**src/hw/rtl/tsedg_pkg.sv**
```systemverilog
// ----------------------------------------------------------------------------
// tsedg_pkg
// Shared widths, register indexes and the register file type of the tensor
// spline element dof generator.
// ----------------------------------------------------------------------------
package tsedg_pkg;

   // default configuration of the generator
   localparam int MAX_DIMS_DEF   = 3;
   localparam int BASIS_BITS_DEF = 10;
   localparam int MAX_DEGREE_DEF = 3;

   // fixed field widths
   localparam int NDIM       = 3;
   localparam int DIMS_W     = 2;
   localparam int CNT_W      = 11;
   localparam int DEG_W      = 2;
   localparam int IDX_W      = 31;
   localparam int SPAN_W     = 11;
   localparam int DOF_W      = 30;
   localparam int RES_W      = DOF_W + 2;
   localparam int CSR_ADDR_W = 3;
   localparam int CSR_DATA_W = 11;

   // register indexes
   localparam logic [CSR_ADDR_W-1:0] CSR_DIMS          = 3'd0;
   localparam logic [CSR_ADDR_W-1:0] CSR_BASIS_COUNT_U = 3'd1;
   localparam logic [CSR_ADDR_W-1:0] CSR_BASIS_COUNT_V = 3'd2;
   localparam logic [CSR_ADDR_W-1:0] CSR_BASIS_COUNT_W = 3'd3;
   localparam logic [CSR_ADDR_W-1:0] CSR_DEGREE_U      = 3'd4;
   localparam logic [CSR_ADDR_W-1:0] CSR_DEGREE_V      = 3'd5;
   localparam logic [CSR_ADDR_W-1:0] CSR_DEGREE_W      = 3'd6;

   // raw register contents as written
   typedef struct packed {
      logic [DIMS_W-1:0] dims;
      logic [CNT_W-1:0]  basis_count_u;
      logic [CNT_W-1:0]  basis_count_v;
      logic [CNT_W-1:0]  basis_count_w;
      logic [DEG_W-1:0]  degree_u;
      logic [DEG_W-1:0]  degree_v;
      logic [DEG_W-1:0]  degree_w;
   } csr_regs_type;

endpackage

```
**src/hw/rtl/tensor_spline_element_dof_gen_unit.sv**
```systemverilog
// ----------------------------------------------------------------------------
// tensor_spline_element_dof_gen_unit
// Enumerates the global basis indices touched by one element of a 1 to 3
// dimensional tensor-product spline grid.
// ----------------------------------------------------------------------------
// A flat element beat first runs the mixed-radix split, a restoring divider
// that settles 8 quotient bits a cycle over each dimension in use, then the
// range, multiply and job stages; a span beat goes straight to the range,
// multiply and job stages. The back end then emits one dof index per cycle
// while the result queue has room, the product of (hi-lo+1) over the
// dimensions, or one beat for an out-of-range element. Front and back are
// split by a 4-deep job queue and results leave through a 2-deep result
// queue, so the sustained cost per element is set by the slower of the two.
// No clearing pass after reset. Configuration registers are written through
// the csr channel, which is always ready.
// ----------------------------------------------------------------------------
module tensor_spline_element_dof_gen_unit #(
   parameter int MAX_DIMS   = tsedg_pkg::MAX_DIMS_DEF,
   parameter int BASIS_BITS = tsedg_pkg::BASIS_BITS_DEF,
   parameter int MAX_DEGREE = tsedg_pkg::MAX_DEGREE_DEF
) (
   input  logic                            clock,
   input  logic                            reset,
   // element beats
   input  logic                            req_push,
   output logic                            req_full,
   input  logic                            req_kind,
   input  logic [tsedg_pkg::IDX_W-1:0]     req_element_index,
   input  logic [tsedg_pkg::SPAN_W-1:0]    req_span_u,
   input  logic [tsedg_pkg::SPAN_W-1:0]    req_span_v,
   input  logic [tsedg_pkg::SPAN_W-1:0]    req_span_w,
   // result beats
   output logic                            rsp_empty,
   input  logic                            rsp_pop,
   output logic [tsedg_pkg::DOF_W-1:0]     rsp_dof_index,
   output logic                            rsp_is_last,
   output logic                            rsp_range_error,
   // configuration writes
   input  logic                            csr_valid,
   output logic                            csr_ready,
   input  logic [tsedg_pkg::CSR_ADDR_W-1:0] csr_index,
   input  logic [tsedg_pkg::CSR_DATA_W-1:0] csr_data
);

   import tsedg_pkg::*;

   localparam int JOB_W     = 1 + 7 * BASIS_BITS + 1 + 2 * DOF_W;
   localparam int JOB_DEPTH = 4;
   localparam int RES_DEPTH = 2;

   csr_regs_type     csr_ff, csr_in;
   logic             csr_we;
   logic             job_push;
   logic [JOB_W-1:0] job_wdata;
   logic             job_full;
   logic             job_pop;
   logic [JOB_W-1:0] job_rdata;
   logic             job_empty;
   logic             res_push;
   logic [RES_W-1:0] res_wdata;
   logic             res_full;
   logic [RES_W-1:0] res_rdata;

   // configuration register file
   assign csr_ready = 1'b1;
   assign csr_we    = csr_valid && csr_ready;

   always_comb begin
      csr_in = csr_ff;
      if (csr_we) begin
         case (csr_index)
            CSR_DIMS:          csr_in.dims          = csr_data[DIMS_W-1:0];
            CSR_BASIS_COUNT_U: csr_in.basis_count_u = csr_data[CNT_W-1:0];
            CSR_BASIS_COUNT_V: csr_in.basis_count_v = csr_data[CNT_W-1:0];
            CSR_BASIS_COUNT_W: csr_in.basis_count_w = csr_data[CNT_W-1:0];
            CSR_DEGREE_U:      csr_in.degree_u      = csr_data[DEG_W-1:0];
            CSR_DEGREE_V:      csr_in.degree_v      = csr_data[DEG_W-1:0];
            CSR_DEGREE_W:      csr_in.degree_w      = csr_data[DEG_W-1:0];
            default: begin
            end
         endcase
      end
   end

   always_ff @(posedge clock) begin
      if (reset) begin
         csr_ff.dims          <= DIMS_W'(3);
         csr_ff.basis_count_u <= CNT_W'(1);
         csr_ff.basis_count_v <= CNT_W'(1);
         csr_ff.basis_count_w <= CNT_W'(1);
         csr_ff.degree_u      <= '0;
         csr_ff.degree_v      <= '0;
         csr_ff.degree_w      <= '0;
      end else begin
         csr_ff <= csr_in;
      end
   end

   // element intake and job building
   tsedg_front #(
      .MAX_DIMS   (MAX_DIMS),
      .BASIS_BITS (BASIS_BITS),
      .MAX_DEGREE (MAX_DEGREE),
      .JOB_W      (JOB_W)
   ) u_front (
      .clock             (clock),
      .reset             (reset),
      .csr_regs          (csr_ff),
      .req_push          (req_push),
      .req_full          (req_full),
      .req_kind          (req_kind),
      .req_element_index (req_element_index),
      .req_span_u        (req_span_u),
      .req_span_v        (req_span_v),
      .req_span_w        (req_span_w),
      .job_push          (job_push),
      .job_data          (job_wdata),
      .job_full          (job_full)
   );

   // jobs between front and back
   tsedg_fifo #(
      .WIDTH (JOB_W),
      .DEPTH (JOB_DEPTH)
   ) u_job_queue (
      .clock     (clock),
      .reset     (reset),
      .push      (job_push),
      .push_data (job_wdata),
      .full      (job_full),
      .pop       (job_pop),
      .pop_data  (job_rdata),
      .empty     (job_empty)
   );

   // box walk
   tsedg_back #(
      .BASIS_BITS (BASIS_BITS),
      .JOB_W      (JOB_W)
   ) u_back (
      .clock     (clock),
      .reset     (reset),
      .job_data  (job_rdata),
      .job_empty (job_empty),
      .job_pop   (job_pop),
      .res_push  (res_push),
      .res_data  (res_wdata),
      .res_full  (res_full)
   );

   // result beats waiting to be taken
   tsedg_fifo #(
      .WIDTH (RES_W),
      .DEPTH (RES_DEPTH)
   ) u_res_queue (
      .clock     (clock),
      .reset     (reset),
      .push      (res_push),
      .push_data (res_wdata),
      .full      (res_full),
      .pop       (rsp_pop),
      .pop_data  (res_rdata),
      .empty     (rsp_empty)
   );

   assign {rsp_dof_index, rsp_is_last, rsp_range_error} = res_rdata;

endmodule

```
**src/hw/rtl/tsedg_fifo.sv**
```systemverilog
// ----------------------------------------------------------------------------
// tsedg_fifo
// Small register based first-in first-out queue with full and empty flags.
// ----------------------------------------------------------------------------
module tsedg_fifo #(
   parameter int WIDTH = 8,
   parameter int DEPTH = 2
) (
   input  logic             clock,
   input  logic             reset,
   input  logic             push,
   input  logic [WIDTH-1:0] push_data,
   output logic             full,
   input  logic             pop,
   output logic [WIDTH-1:0] pop_data,
   output logic             empty
);

   localparam int PTR_W = (DEPTH > 1) ? $clog2(DEPTH) : 1;
   localparam int LVL_W = $clog2(DEPTH + 1);

   logic [WIDTH-1:0] mem_ff [DEPTH];
   logic [PTR_W-1:0] wr_ptr_ff, wr_ptr_in;
   logic [PTR_W-1:0] rd_ptr_ff, rd_ptr_in;
   logic [LVL_W-1:0] level_ff, level_in;
   logic             wr_en;
   logic             rd_en;

   assign full     = (level_ff == LVL_W'(DEPTH));
   assign empty    = (level_ff == '0);
   assign wr_en    = push && !full;
   assign rd_en    = pop && !empty;
   assign pop_data = mem_ff[rd_ptr_ff];

   // pointer and fill level update
   always_comb begin
      wr_ptr_in = wr_ptr_ff;
      rd_ptr_in = rd_ptr_ff;
      level_in  = level_ff;
      if (wr_en) begin
         wr_ptr_in = (wr_ptr_ff == PTR_W'(DEPTH - 1)) ? '0 : wr_ptr_ff + PTR_W'(1);
      end
      if (rd_en) begin
         rd_ptr_in = (rd_ptr_ff == PTR_W'(DEPTH - 1)) ? '0 : rd_ptr_ff + PTR_W'(1);
      end
      if (wr_en && !rd_en) begin
         level_in = level_ff + LVL_W'(1);
      end else if (rd_en && !wr_en) begin
         level_in = level_ff - LVL_W'(1);
      end
   end

   always_ff @(posedge clock) begin
      if (reset) begin
         wr_ptr_ff <= '0;
         rd_ptr_ff <= '0;
         level_ff  <= '0;
      end else begin
         wr_ptr_ff <= wr_ptr_in;
         rd_ptr_ff <= rd_ptr_in;
         level_ff  <= level_in;
      end
   end

   // storage
   always_ff @(posedge clock) begin
      if (wr_en) begin
         mem_ff[wr_ptr_ff] <= push_data;
      end
   end

endmodule

```
**src/hw/rtl/tsedg_front.sv**
```systemverilog
// ----------------------------------------------------------------------------
// tsedg_front
// Accepts element beats, splits flat element numbers into spans with an
// iterative divider, checks ranges and builds one job per element.
// ----------------------------------------------------------------------------
module tsedg_front #(
   parameter int MAX_DIMS   = tsedg_pkg::MAX_DIMS_DEF,
   parameter int BASIS_BITS = tsedg_pkg::BASIS_BITS_DEF,
   parameter int MAX_DEGREE = tsedg_pkg::MAX_DEGREE_DEF,
   parameter int JOB_W      = 1 + 7 * BASIS_BITS + 1 + 2 * tsedg_pkg::DOF_W
) (
   input  logic                           clock,
   input  logic                           reset,
   input  tsedg_pkg::csr_regs_type        csr_regs,
   input  logic                           req_push,
   output logic                           req_full,
   input  logic                           req_kind,
   input  logic [tsedg_pkg::IDX_W-1:0]    req_element_index,
   input  logic [tsedg_pkg::SPAN_W-1:0]   req_span_u,
   input  logic [tsedg_pkg::SPAN_W-1:0]   req_span_v,
   input  logic [tsedg_pkg::SPAN_W-1:0]   req_span_w,
   output logic                           job_push,
   output logic [JOB_W-1:0]               job_data,
   input  logic                           job_full
);

   import tsedg_pkg::*;

   localparam int BB       = BASIS_BITS;
   localparam int NB       = BASIS_BITS + 1;
   localparam int RB       = $clog2(2 ** BASIS_BITS + MAX_DEGREE + 1);
   localparam int CMP_W    = (NB > CNT_W) ? NB : CNT_W;
   localparam int SCMP_W   = (RB > SPAN_W) ? RB : SPAN_W;
   localparam int DIV_STEP = 8;
   localparam int QW       = ((IDX_W + DIV_STEP - 1) / DIV_STEP) * DIV_STEP;
   localparam int STEP_CNT = QW / DIV_STEP;
   localparam int SC_W     = (STEP_CNT > 1) ? $clog2(STEP_CNT) : 1;
   localparam logic [CMP_W-1:0] N_CAP     = CMP_W'(2 ** BASIS_BITS);
   localparam logic [SC_W-1:0]  STEP_LAST = SC_W'(STEP_CNT - 1);

   typedef enum logic [4:0] {
      FS_IDLE  = 5'b00001,
      FS_DIV   = 5'b00010,
      FS_RANGE = 5'b00100,
      FS_MUL   = 5'b01000,
      FS_PUSH  = 5'b10000
   } front_state_type;

   // clamped configuration
   logic [CNT_W-1:0]  cnt_c [NDIM];
   logic [DEG_W-1:0]  deg_c [NDIM];
   logic [DIMS_W-1:0] nd_c;
   logic [NB-1:0]     n_c [NDIM];
   logic [DEG_W-1:0]  p_c [NDIM];
   logic [CMP_W-1:0]  cnt_ext;
   logic [DOF_W-1:0]  stride_c;

   logic [DIMS_W-1:0] nd_ff;
   logic [NB-1:0]     n_ff [NDIM];
   logic [DEG_W-1:0]  p_ff [NDIM];
   logic [RB-1:0]     r_ff [NDIM];
   logic [DOF_W-1:0]  stride_ff;

   // input holding stage
   logic              hold_valid_ff, hold_valid_in;
   logic              hold_kind_ff;
   logic [IDX_W-1:0]  hold_elem_ff;
   logic [SPAN_W-1:0] hold_span_ff [NDIM];
   logic [SPAN_W-1:0] req_span [NDIM];
   logic              accept;
   logic              take;

   // element state
   front_state_type   state_ff, state_in;
   logic [QW-1:0]     q_ff, q_in;
   logic [RB-1:0]     rem_ff, rem_in;
   logic [SC_W-1:0]   step_ff, step_in;
   logic [DIMS_W-1:0] dim_ff, dim_in;
   logic              err_ff, err_in;
   logic [RB-1:0]     s_ff [NDIM];
   logic [RB-1:0]     s_in [NDIM];
   logic [BB-1:0]     lo_ff [NDIM];
   logic [BB-1:0]     lo_in [NDIM];
   logic [BB-1:0]     hi_ff [NDIM];
   logic [BB-1:0]     hi_in [NDIM];
   logic [DOF_W-1:0]  m1_ff, m1_in;
   logic [DOF_W-1:0]  m2_ff, m2_in;
   logic [DOF_W-1:0]  start;

   // divider datapath
   logic [QW-1:0]     q_v;
   logic [RB-1:0]     rem_v;
   logic [RB:0]       trial;
   logic [RB-1:0]     r_sel;

   // range check of given spans
   logic              span_bad;
   logic [NB-1:0]     nm1;

   assign cnt_c[0] = csr_regs.basis_count_u;
   assign cnt_c[1] = csr_regs.basis_count_v;
   assign cnt_c[2] = csr_regs.basis_count_w;
   assign deg_c[0] = csr_regs.degree_u;
   assign deg_c[1] = csr_regs.degree_v;
   assign deg_c[2] = csr_regs.degree_w;
   assign req_span[0] = req_span_u;
   assign req_span[1] = req_span_v;
   assign req_span[2] = req_span_w;

   // clamp dimension count, basis counts and degrees; unused dims are n=1, p=0
   always_comb begin
      if (csr_regs.dims == '0) begin
         nd_c = DIMS_W'(1);
      end else if (csr_regs.dims > DIMS_W'(MAX_DIMS)) begin
         nd_c = DIMS_W'(MAX_DIMS);
      end else begin
         nd_c = csr_regs.dims;
      end
      cnt_ext = '0;
      for (int d = 0; d < NDIM; d++) begin
         cnt_ext = CMP_W'(cnt_c[d]);
         if (DIMS_W'(d) >= nd_c || cnt_ext == '0) begin
            n_c[d] = NB'(1);
         end else if (cnt_ext > N_CAP) begin
            n_c[d] = NB'(N_CAP);
         end else begin
            n_c[d] = NB'(cnt_ext);
         end
         if (DIMS_W'(d) >= nd_c) begin
            p_c[d] = '0;
         end else if (deg_c[d] > DEG_W'(MAX_DEGREE)) begin
            p_c[d] = DEG_W'(MAX_DEGREE);
         end else begin
            p_c[d] = deg_c[d];
         end
      end
      stride_c = DOF_W'(n_c[0]) * DOF_W'(n_c[1]);
   end

   always_ff @(posedge clock) begin
      nd_ff     <= nd_c;
      stride_ff <= stride_c;
      for (int d = 0; d < NDIM; d++) begin
         n_ff[d] <= n_c[d];
         p_ff[d] <= p_c[d];
         r_ff[d] <= RB'(n_c[d]) + RB'(p_c[d]);
      end
   end

   // several quotient bits per cycle, restoring
   assign r_sel = r_ff[dim_ff];
   always_comb begin
      q_v   = q_ff;
      rem_v = rem_ff;
      trial = '0;
      for (int k = 0; k < DIV_STEP; k++) begin
         trial = {rem_v, q_v[QW-1]};
         q_v   = {q_v[QW-2:0], 1'b0};
         if (trial >= {1'b0, r_sel}) begin
            trial  = trial - {1'b0, r_sel};
            q_v[0] = 1'b1;
         end
         rem_v = trial[RB-1:0];
      end
   end

   // any span in use at or past its interval count
   always_comb begin
      span_bad = 1'b0;
      for (int d = 0; d < NDIM; d++) begin
         if (DIMS_W'(d) < nd_ff && SCMP_W'(hold_span_ff[d]) >= SCMP_W'(r_ff[d])) begin
            span_bad = 1'b1;
         end
      end
   end

   assign take     = hold_valid_ff &&
                     (state_ff == FS_IDLE || (state_ff == FS_PUSH && !job_full));
   assign req_full = hold_valid_ff && !take;
   assign accept   = req_push && !req_full;
   assign job_push = (state_ff == FS_PUSH) && !job_full;
   assign start    = DOF_W'(lo_ff[0]) + m1_ff + m2_ff;
   assign job_data = {err_ff, lo_ff[0], hi_ff[0], lo_ff[1], hi_ff[1], lo_ff[2], hi_ff[2],
                      start, n_ff[0], stride_ff};

   // element sequencer
   always_comb begin
      state_in = state_ff;
      q_in     = q_ff;
      rem_in   = rem_ff;
      step_in  = step_ff;
      dim_in   = dim_ff;
      err_in   = err_ff;
      m1_in    = m1_ff;
      m2_in    = m2_ff;
      nm1      = '0;
      s_in     = s_ff;
      lo_in    = lo_ff;
      hi_in    = hi_ff;

      case (state_ff)
         FS_IDLE: begin
         end
         FS_DIV: begin
            q_in    = q_v;
            rem_in  = rem_v;
            step_in = step_ff + SC_W'(1);
            if (step_ff == STEP_LAST) begin
               s_in[dim_ff] = rem_v;
               rem_in       = '0;
               step_in      = '0;
               if ((dim_ff + DIMS_W'(1)) < nd_ff) begin
                  dim_in = dim_ff + DIMS_W'(1);
               end else begin
                  err_in   = (q_v != '0);
                  state_in = (q_v != '0) ? FS_PUSH : FS_RANGE;
               end
            end
         end
         FS_RANGE: begin
            for (int d = 0; d < NDIM; d++) begin
               nm1 = n_ff[d] - NB'(1);
               lo_in[d] = (s_ff[d] >= RB'(p_ff[d])) ? BB'(s_ff[d] - RB'(p_ff[d])) : '0;
               hi_in[d] = (RB'(nm1) > s_ff[d]) ? BB'(s_ff[d]) : BB'(nm1);
            end
            state_in = FS_MUL;
         end
         FS_MUL: begin
            m1_in    = DOF_W'(lo_ff[1]) * DOF_W'(n_ff[0]);
            m2_in    = DOF_W'(lo_ff[2]) * stride_ff;
            state_in = FS_PUSH;
         end
         FS_PUSH: begin
            if (!job_full) begin
               state_in = FS_IDLE;
            end
         end
         default: begin
            state_in = FS_IDLE;
         end
      endcase

      // start the next element as soon as the current job leaves
      if (take) begin
         q_in    = QW'(hold_elem_ff);
         rem_in  = '0;
         step_in = '0;
         dim_in  = '0;
         if (!hold_kind_ff) begin
            err_in   = 1'b0;
            state_in = FS_DIV;
            for (int d = 0; d < NDIM; d++) begin
               s_in[d] = '0;
            end
         end else begin
            err_in   = span_bad;
            state_in = span_bad ? FS_PUSH : FS_RANGE;
            for (int d = 0; d < NDIM; d++) begin
               s_in[d] = (DIMS_W'(d) < nd_ff) ? RB'(hold_span_ff[d]) : '0;
            end
         end
      end

      hold_valid_in = hold_valid_ff;
      if (accept) begin
         hold_valid_in = 1'b1;
      end else if (take) begin
         hold_valid_in = 1'b0;
      end
   end

   always_ff @(posedge clock) begin
      if (reset) begin
         state_ff      <= FS_IDLE;
         hold_valid_ff <= 1'b0;
      end else begin
         state_ff      <= state_in;
         hold_valid_ff <= hold_valid_in;
      end
   end

   // payload registers
   always_ff @(posedge clock) begin
      if (accept) begin
         hold_kind_ff <= req_kind;
         hold_elem_ff <= req_element_index;
         for (int d = 0; d < NDIM; d++) begin
            hold_span_ff[d] <= req_span[d];
         end
      end
      q_ff    <= q_in;
      rem_ff  <= rem_in;
      step_ff <= step_in;
      dim_ff  <= dim_in;
      err_ff  <= err_in;
      m1_ff   <= m1_in;
      m2_ff   <= m2_in;
      s_ff    <= s_in;
      lo_ff   <= lo_in;
      hi_ff   <= hi_in;
   end

endmodule

```
**src/hw/rtl/tsedg_back.sv**
```systemverilog
// ----------------------------------------------------------------------------
// tsedg_back
// Walks one job's active basis box, u outermost and w innermost, with running
// offsets, giving one global dof index per cycle unless a queue stalls it.
// ----------------------------------------------------------------------------
module tsedg_back #(
   parameter int BASIS_BITS = tsedg_pkg::BASIS_BITS_DEF,
   parameter int JOB_W      = 1 + 7 * BASIS_BITS + 1 + 2 * tsedg_pkg::DOF_W
) (
   input  logic                        clock,
   input  logic                        reset,
   input  logic [JOB_W-1:0]            job_data,
   input  logic                        job_empty,
   output logic                        job_pop,
   output logic                        res_push,
   output logic [tsedg_pkg::RES_W-1:0] res_data,
   input  logic                        res_full
);

   import tsedg_pkg::*;

   localparam int BB = BASIS_BITS;
   localparam int NB = BASIS_BITS + 1;

   // job fields
   logic             j_err;
   logic [BB-1:0]    lo0, hi0, lo1, hi1, lo2, hi2;
   logic [DOF_W-1:0] j_start;
   logic [NB-1:0]    j_n0;
   logic [DOF_W-1:0] j_stride;

   // walk state
   logic             loaded_ff, loaded_in;
   logic [BB-1:0]    a_ff, a_in, b_ff, b_in, c_ff, c_in;
   logic [DOF_W-1:0] g_ff, g_in, ga_ff, ga_in, gb_ff, gb_in;
   logic [BB-1:0]    a_cur, b_cur, c_cur;
   logic [DOF_W-1:0] g_cur, ga_cur, gb_cur;
   logic             fire;
   logic             box_last;
   logic             job_done;

   assign {j_err, lo0, hi0, lo1, hi1, lo2, hi2, j_start, j_n0, j_stride} = job_data;

   // first beat of a job comes straight from the queue head
   assign a_cur  = loaded_ff ? a_ff : lo0;
   assign b_cur  = loaded_ff ? b_ff : lo1;
   assign c_cur  = loaded_ff ? c_ff : lo2;
   assign g_cur  = loaded_ff ? g_ff : j_start;
   assign ga_cur = loaded_ff ? ga_ff : j_start;
   assign gb_cur = loaded_ff ? gb_ff : j_start;

   assign fire     = !job_empty && !res_full;
   assign box_last = (a_cur == hi0) && (b_cur == hi1) && (c_cur == hi2);
   assign job_done = j_err || box_last;
   assign job_pop  = fire && job_done;
   assign res_push = fire;
   assign res_data = j_err ? {{DOF_W{1'b0}}, 1'b1, 1'b1} : {g_cur, box_last, 1'b0};

   // next position inside the box
   always_comb begin
      a_in      = a_ff;
      b_in      = b_ff;
      c_in      = c_ff;
      g_in      = g_ff;
      ga_in     = ga_ff;
      gb_in     = gb_ff;
      loaded_in = loaded_ff;
      if (fire) begin
         loaded_in = !job_done;
         a_in      = a_cur;
         b_in      = b_cur;
         ga_in     = ga_cur;
         gb_in     = gb_cur;
         if (c_cur != hi2) begin
            c_in = c_cur + BB'(1);
            g_in = g_cur + j_stride;
         end else if (b_cur != hi1) begin
            b_in  = b_cur + BB'(1);
            c_in  = lo2;
            gb_in = gb_cur + DOF_W'(j_n0);
            g_in  = gb_cur + DOF_W'(j_n0);
         end else begin
            a_in  = a_cur + BB'(1);
            b_in  = lo1;
            c_in  = lo2;
            ga_in = ga_cur + DOF_W'(1);
            gb_in = ga_cur + DOF_W'(1);
            g_in  = ga_cur + DOF_W'(1);
         end
      end
   end

   always_ff @(posedge clock) begin
      if (reset) begin
         loaded_ff <= 1'b0;
      end else begin
         loaded_ff <= loaded_in;
      end
   end

   always_ff @(posedge clock) begin
      a_ff  <= a_in;
      b_ff  <= b_in;
      c_ff  <= c_in;
      g_ff  <= g_in;
      ga_ff <= ga_in;
      gb_ff <= gb_in;
   end

endmodule
```
**config.mk**
```make
export PLATFORM = sky130hd
export DESIGN_NAME = tensor_spline_element_dof_gen_unit
export DESIGN_NICKNAME = d
export VERILOG_FILES = /design/src/hw/rtl/tsedg_pkg.sv /design/src/hw/rtl/tensor_spline_element_dof_gen_unit.sv /design/src/hw/rtl/tsedg_fifo.sv /design/src/hw/rtl/tsedg_front.sv /design/src/hw/rtl/tsedg_back.sv
export SDC_FILE = /design/constraint.sdc
export NUM_CORES = 2
export LEC_CHECK = 0
export ABC_AREA = 1
export BUFFER_PORTS_ARGS = -buffer_cell sky130_fd_sc_hd__buf_2
export CORE_ASPECT_RATIO = 1.1
export CORE_MARGIN = 10
export CORE_UTILIZATION = 25
export DETAILED_ROUTE_END_ITERATION = 8
export GPL_TIMING_DRIVEN = 0
export SYNTH_ARGS = -nofsm -noshare
export SYNTH_HDL_FRONTEND = slang
export SYNTH_HIERARCHICAL = 1
export SYNTH_SLANG_ARGS = --single-unit
```
**constraint.sdc**
```tcl
create_clock -name clock -period 33.7 [get_ports clock]
set_input_delay 1.685 -clock clock [delete_from_list [all_inputs] [get_ports clock]]
set_output_delay 1.685 -clock clock [all_outputs]
set_load 0.01 [all_outputs]
```
==> metrics.txt <==
outcome completed; Layout area overhead 13.8%; crit path time final 20.70 ns; Most used DFF post-synth edfxtp_1; num rows roughly 210; fmax 48.3 MHz; Die W 533 um; Mean Syn Cell Area 9.09 um^2; CP required 34.13 ns; CP Capture Type register; commonest non-fill, non-tap cells in the layout nand2_1, inv_1, edfxtp_1; final wirelength 215000 um; post-synthesis sequential area ratio 44.4%; normalized max-slew margin under 10%; Worst Hold Path EP u_front/r_ff[0][10]; worst hold path class register to register; Slew Viols, Final 0; clk_lat worst skew 0.76 ns; Arr. time, crit path between 20 and 25 ns; routability cong. 0.937; core area 0.289 mm^2; final hold viol count 0; clk_skew 0.0580 ns; post-synthesis sequential element count 1129; Tot GR Track Use 13.2%; Post-synth EDFFs 953; first-pass GRT wire length 322000 um; critical path peak fanout 10; Resize count post-CTS 0; Die H 584 um; hold path startpoint csr_ff[37]; commonest non-fill, non-tap cell in the layout nand2_1; CTS buffer count 109; post-DP HPWL 167000 um; Ys Warns 6; final critical-path share of the clock period 61.4%; Clock Pin Slew Worst Setup and Hold Paths 0.06 ns; Mapped Cells about 8000; CTS H-tree lvls 3; setup TNS 0 ns; setup bufs post-CTS 0; drt first-iter violations 5316; Crit path largest cell delay 1.07 ns; share of layout cells above drive strength 1 7.82%; global route total overflow 0; Sink Count around 1100; CTS root buf clkbuf_16; maxcap violations 0; Worst Reg-to-Reg Cells roughly 110; ANT nets after route 0; initial antenna violation count 9; full die area 0.312 mm^2; clock tree buffer depth 3; slew at the pin closest to its max-slew limit 1.40 ns; synthesized area 0.0724 mm^2; final setup violation count 0; Crit Path Category register to register; CP Launch Type register; hold depth 2; drt drc 0; R2R setup slack 13.00 ns; CTS hold repair buffers 0; CTS tree done; vias after detailed routing between 50000 and 60000; largest net degree at the start of global routing 43; FILL cells 30500; Post-synth ARST share 0%; via/cell ratio 4.57; RSZ-0062 raised after global routing false; port buffer count about 120; Distinct cells, synth 64; vias in the first global route 53500; WL per Instance 17.6 um; Starting Density 25.1%; R2R Path End u_front/s_ff[7]; first drt pass iteration count 9; Ports 119; most used cell, CP nand2_1; Final #Nets 9099; Max stage delay cell, worst path a21oi_1
cell usage after synthesis (42+ instances only):
library cell	instances	area, um^2
nand2_1	1952	7330
inv_1	1084	4070
edfxtp_1	953	28600
nor2_1	710	2670
ha_1	431	5390
nand3_1	392	1960
o21ai_0	344	1720
fa_1	335	6710
a21oi_1	279	1400
xor2_1	191	1670
dfxtp_1	176	3520
o21ai_1	162	811
clkbuf_1	137	514
o22ai_1	134	838
xnor2_1	75	657
nand4_1	68	425
buf_2	63	315
buf_4	51	383
nand2_2	42	263
critical path, delay by kind of cell (launching register included):
family,cells,cell delay (ns)
flops,1,0.32
fa+ha+maj,9,3.54
compound gates,29,7.35
simple gates,46,5.12
buf+inv,25,3.98
cell type report:
| cell class | count | area [um^2] | share of cell area [%] |
|---|---|---|---|
| multi-input cells | 5443 | 34600 | 42.0 |
| flip-flops and latches | 1129 | 32100 | 39.0 |
| well taps | 3866 | 4840 | 5.87 |
| inverters | 1114 | 4190 | 5.08 |
| clock buffers | 147 | 2980 | 3.62 |
| plain buffers | 288 | 1570 | 1.90 |
| repair buffers | 164 | 1320 | 1.60 |
| clock inverters | 57 | 692 | 0.840 |
| diodes | 11 | 27.5 | 0.0334 |
cell families (layout without fill, tap and decap cells):
logic type      Yosys count  in the layout  synth area share (%)
compound gates         1031           1031                  7.78
mux                      32             32                 0.653
flops                  1129           1129                  44.4
simple gates           3338           3338                  19.3
buf+inv                1402           1770                  7.94
other cells               2             20                0.0104
xor+xnor                267            267                  3.24
fa+ha+maj               766            766                  16.7
routing by layer:
metal  wire length, um  global-route usage [%]
met1             93800                    17.9
met3             16700                    2.41
met2             96600                    21.4
met5                 0                       0
met4              7480                    4.08
state kept, by name (all words and copies together), names as in the netlist, 31 cells and up, named ones only:
register / flops
u_job_queue/mem_ff: 528
u_res_queue/mem_ff: 64
u_front/job_data: 60
csr_ff: 41
u_front/hold_span_ff: 33
u_front/n_ff: 33
u_front/r_ff: 33
u_front/s_ff: 33
u_front/q_ff: 32
u_front/hold_elem_ff: 31
stage by stage:
| stage | instance area [um^2] | hold WS [ns] | cells | setup slack (ns) | util, % |
|---|---|---|---|---|---|
| finish | 82400 | 0.468 | 12200 | 13.00 | 28.5 |
| global route | 82300 | 0.493 | 12200 | 11.03 | 28.5 |
| global placement | 77900 | 0.452 | 12000 | 12.80 | 27.0 |
| CTS | 82300 | 0.468 | 12200 | 13.12 | 28.5 |
| floorplan | 72400 | 0.424 | 7974 | 17.52 | - |
| detailed placement | 78700 | 0.455 | 12000 | 13.24 | 27.2 |
worst max path at each step:
stage               startpoint                to  slack [ns]  cells past startpoint
floorplan             register  u_front/s_ff[14]       17.52                    118
global placement      register   u_front/s_ff[3]       12.80                    112
detailed placement    register   u_front/s_ff[3]       13.24                    109
CTS                   register   u_front/s_ff[3]       13.12                    109
global route          register   u_front/s_ff[3]       11.03                    109
finish                register   u_front/s_ff[7]       13.00                    109
Power is not shown: default switching activity piles up to over one toggle a cycle in this logic, so the estimate is an artifact.
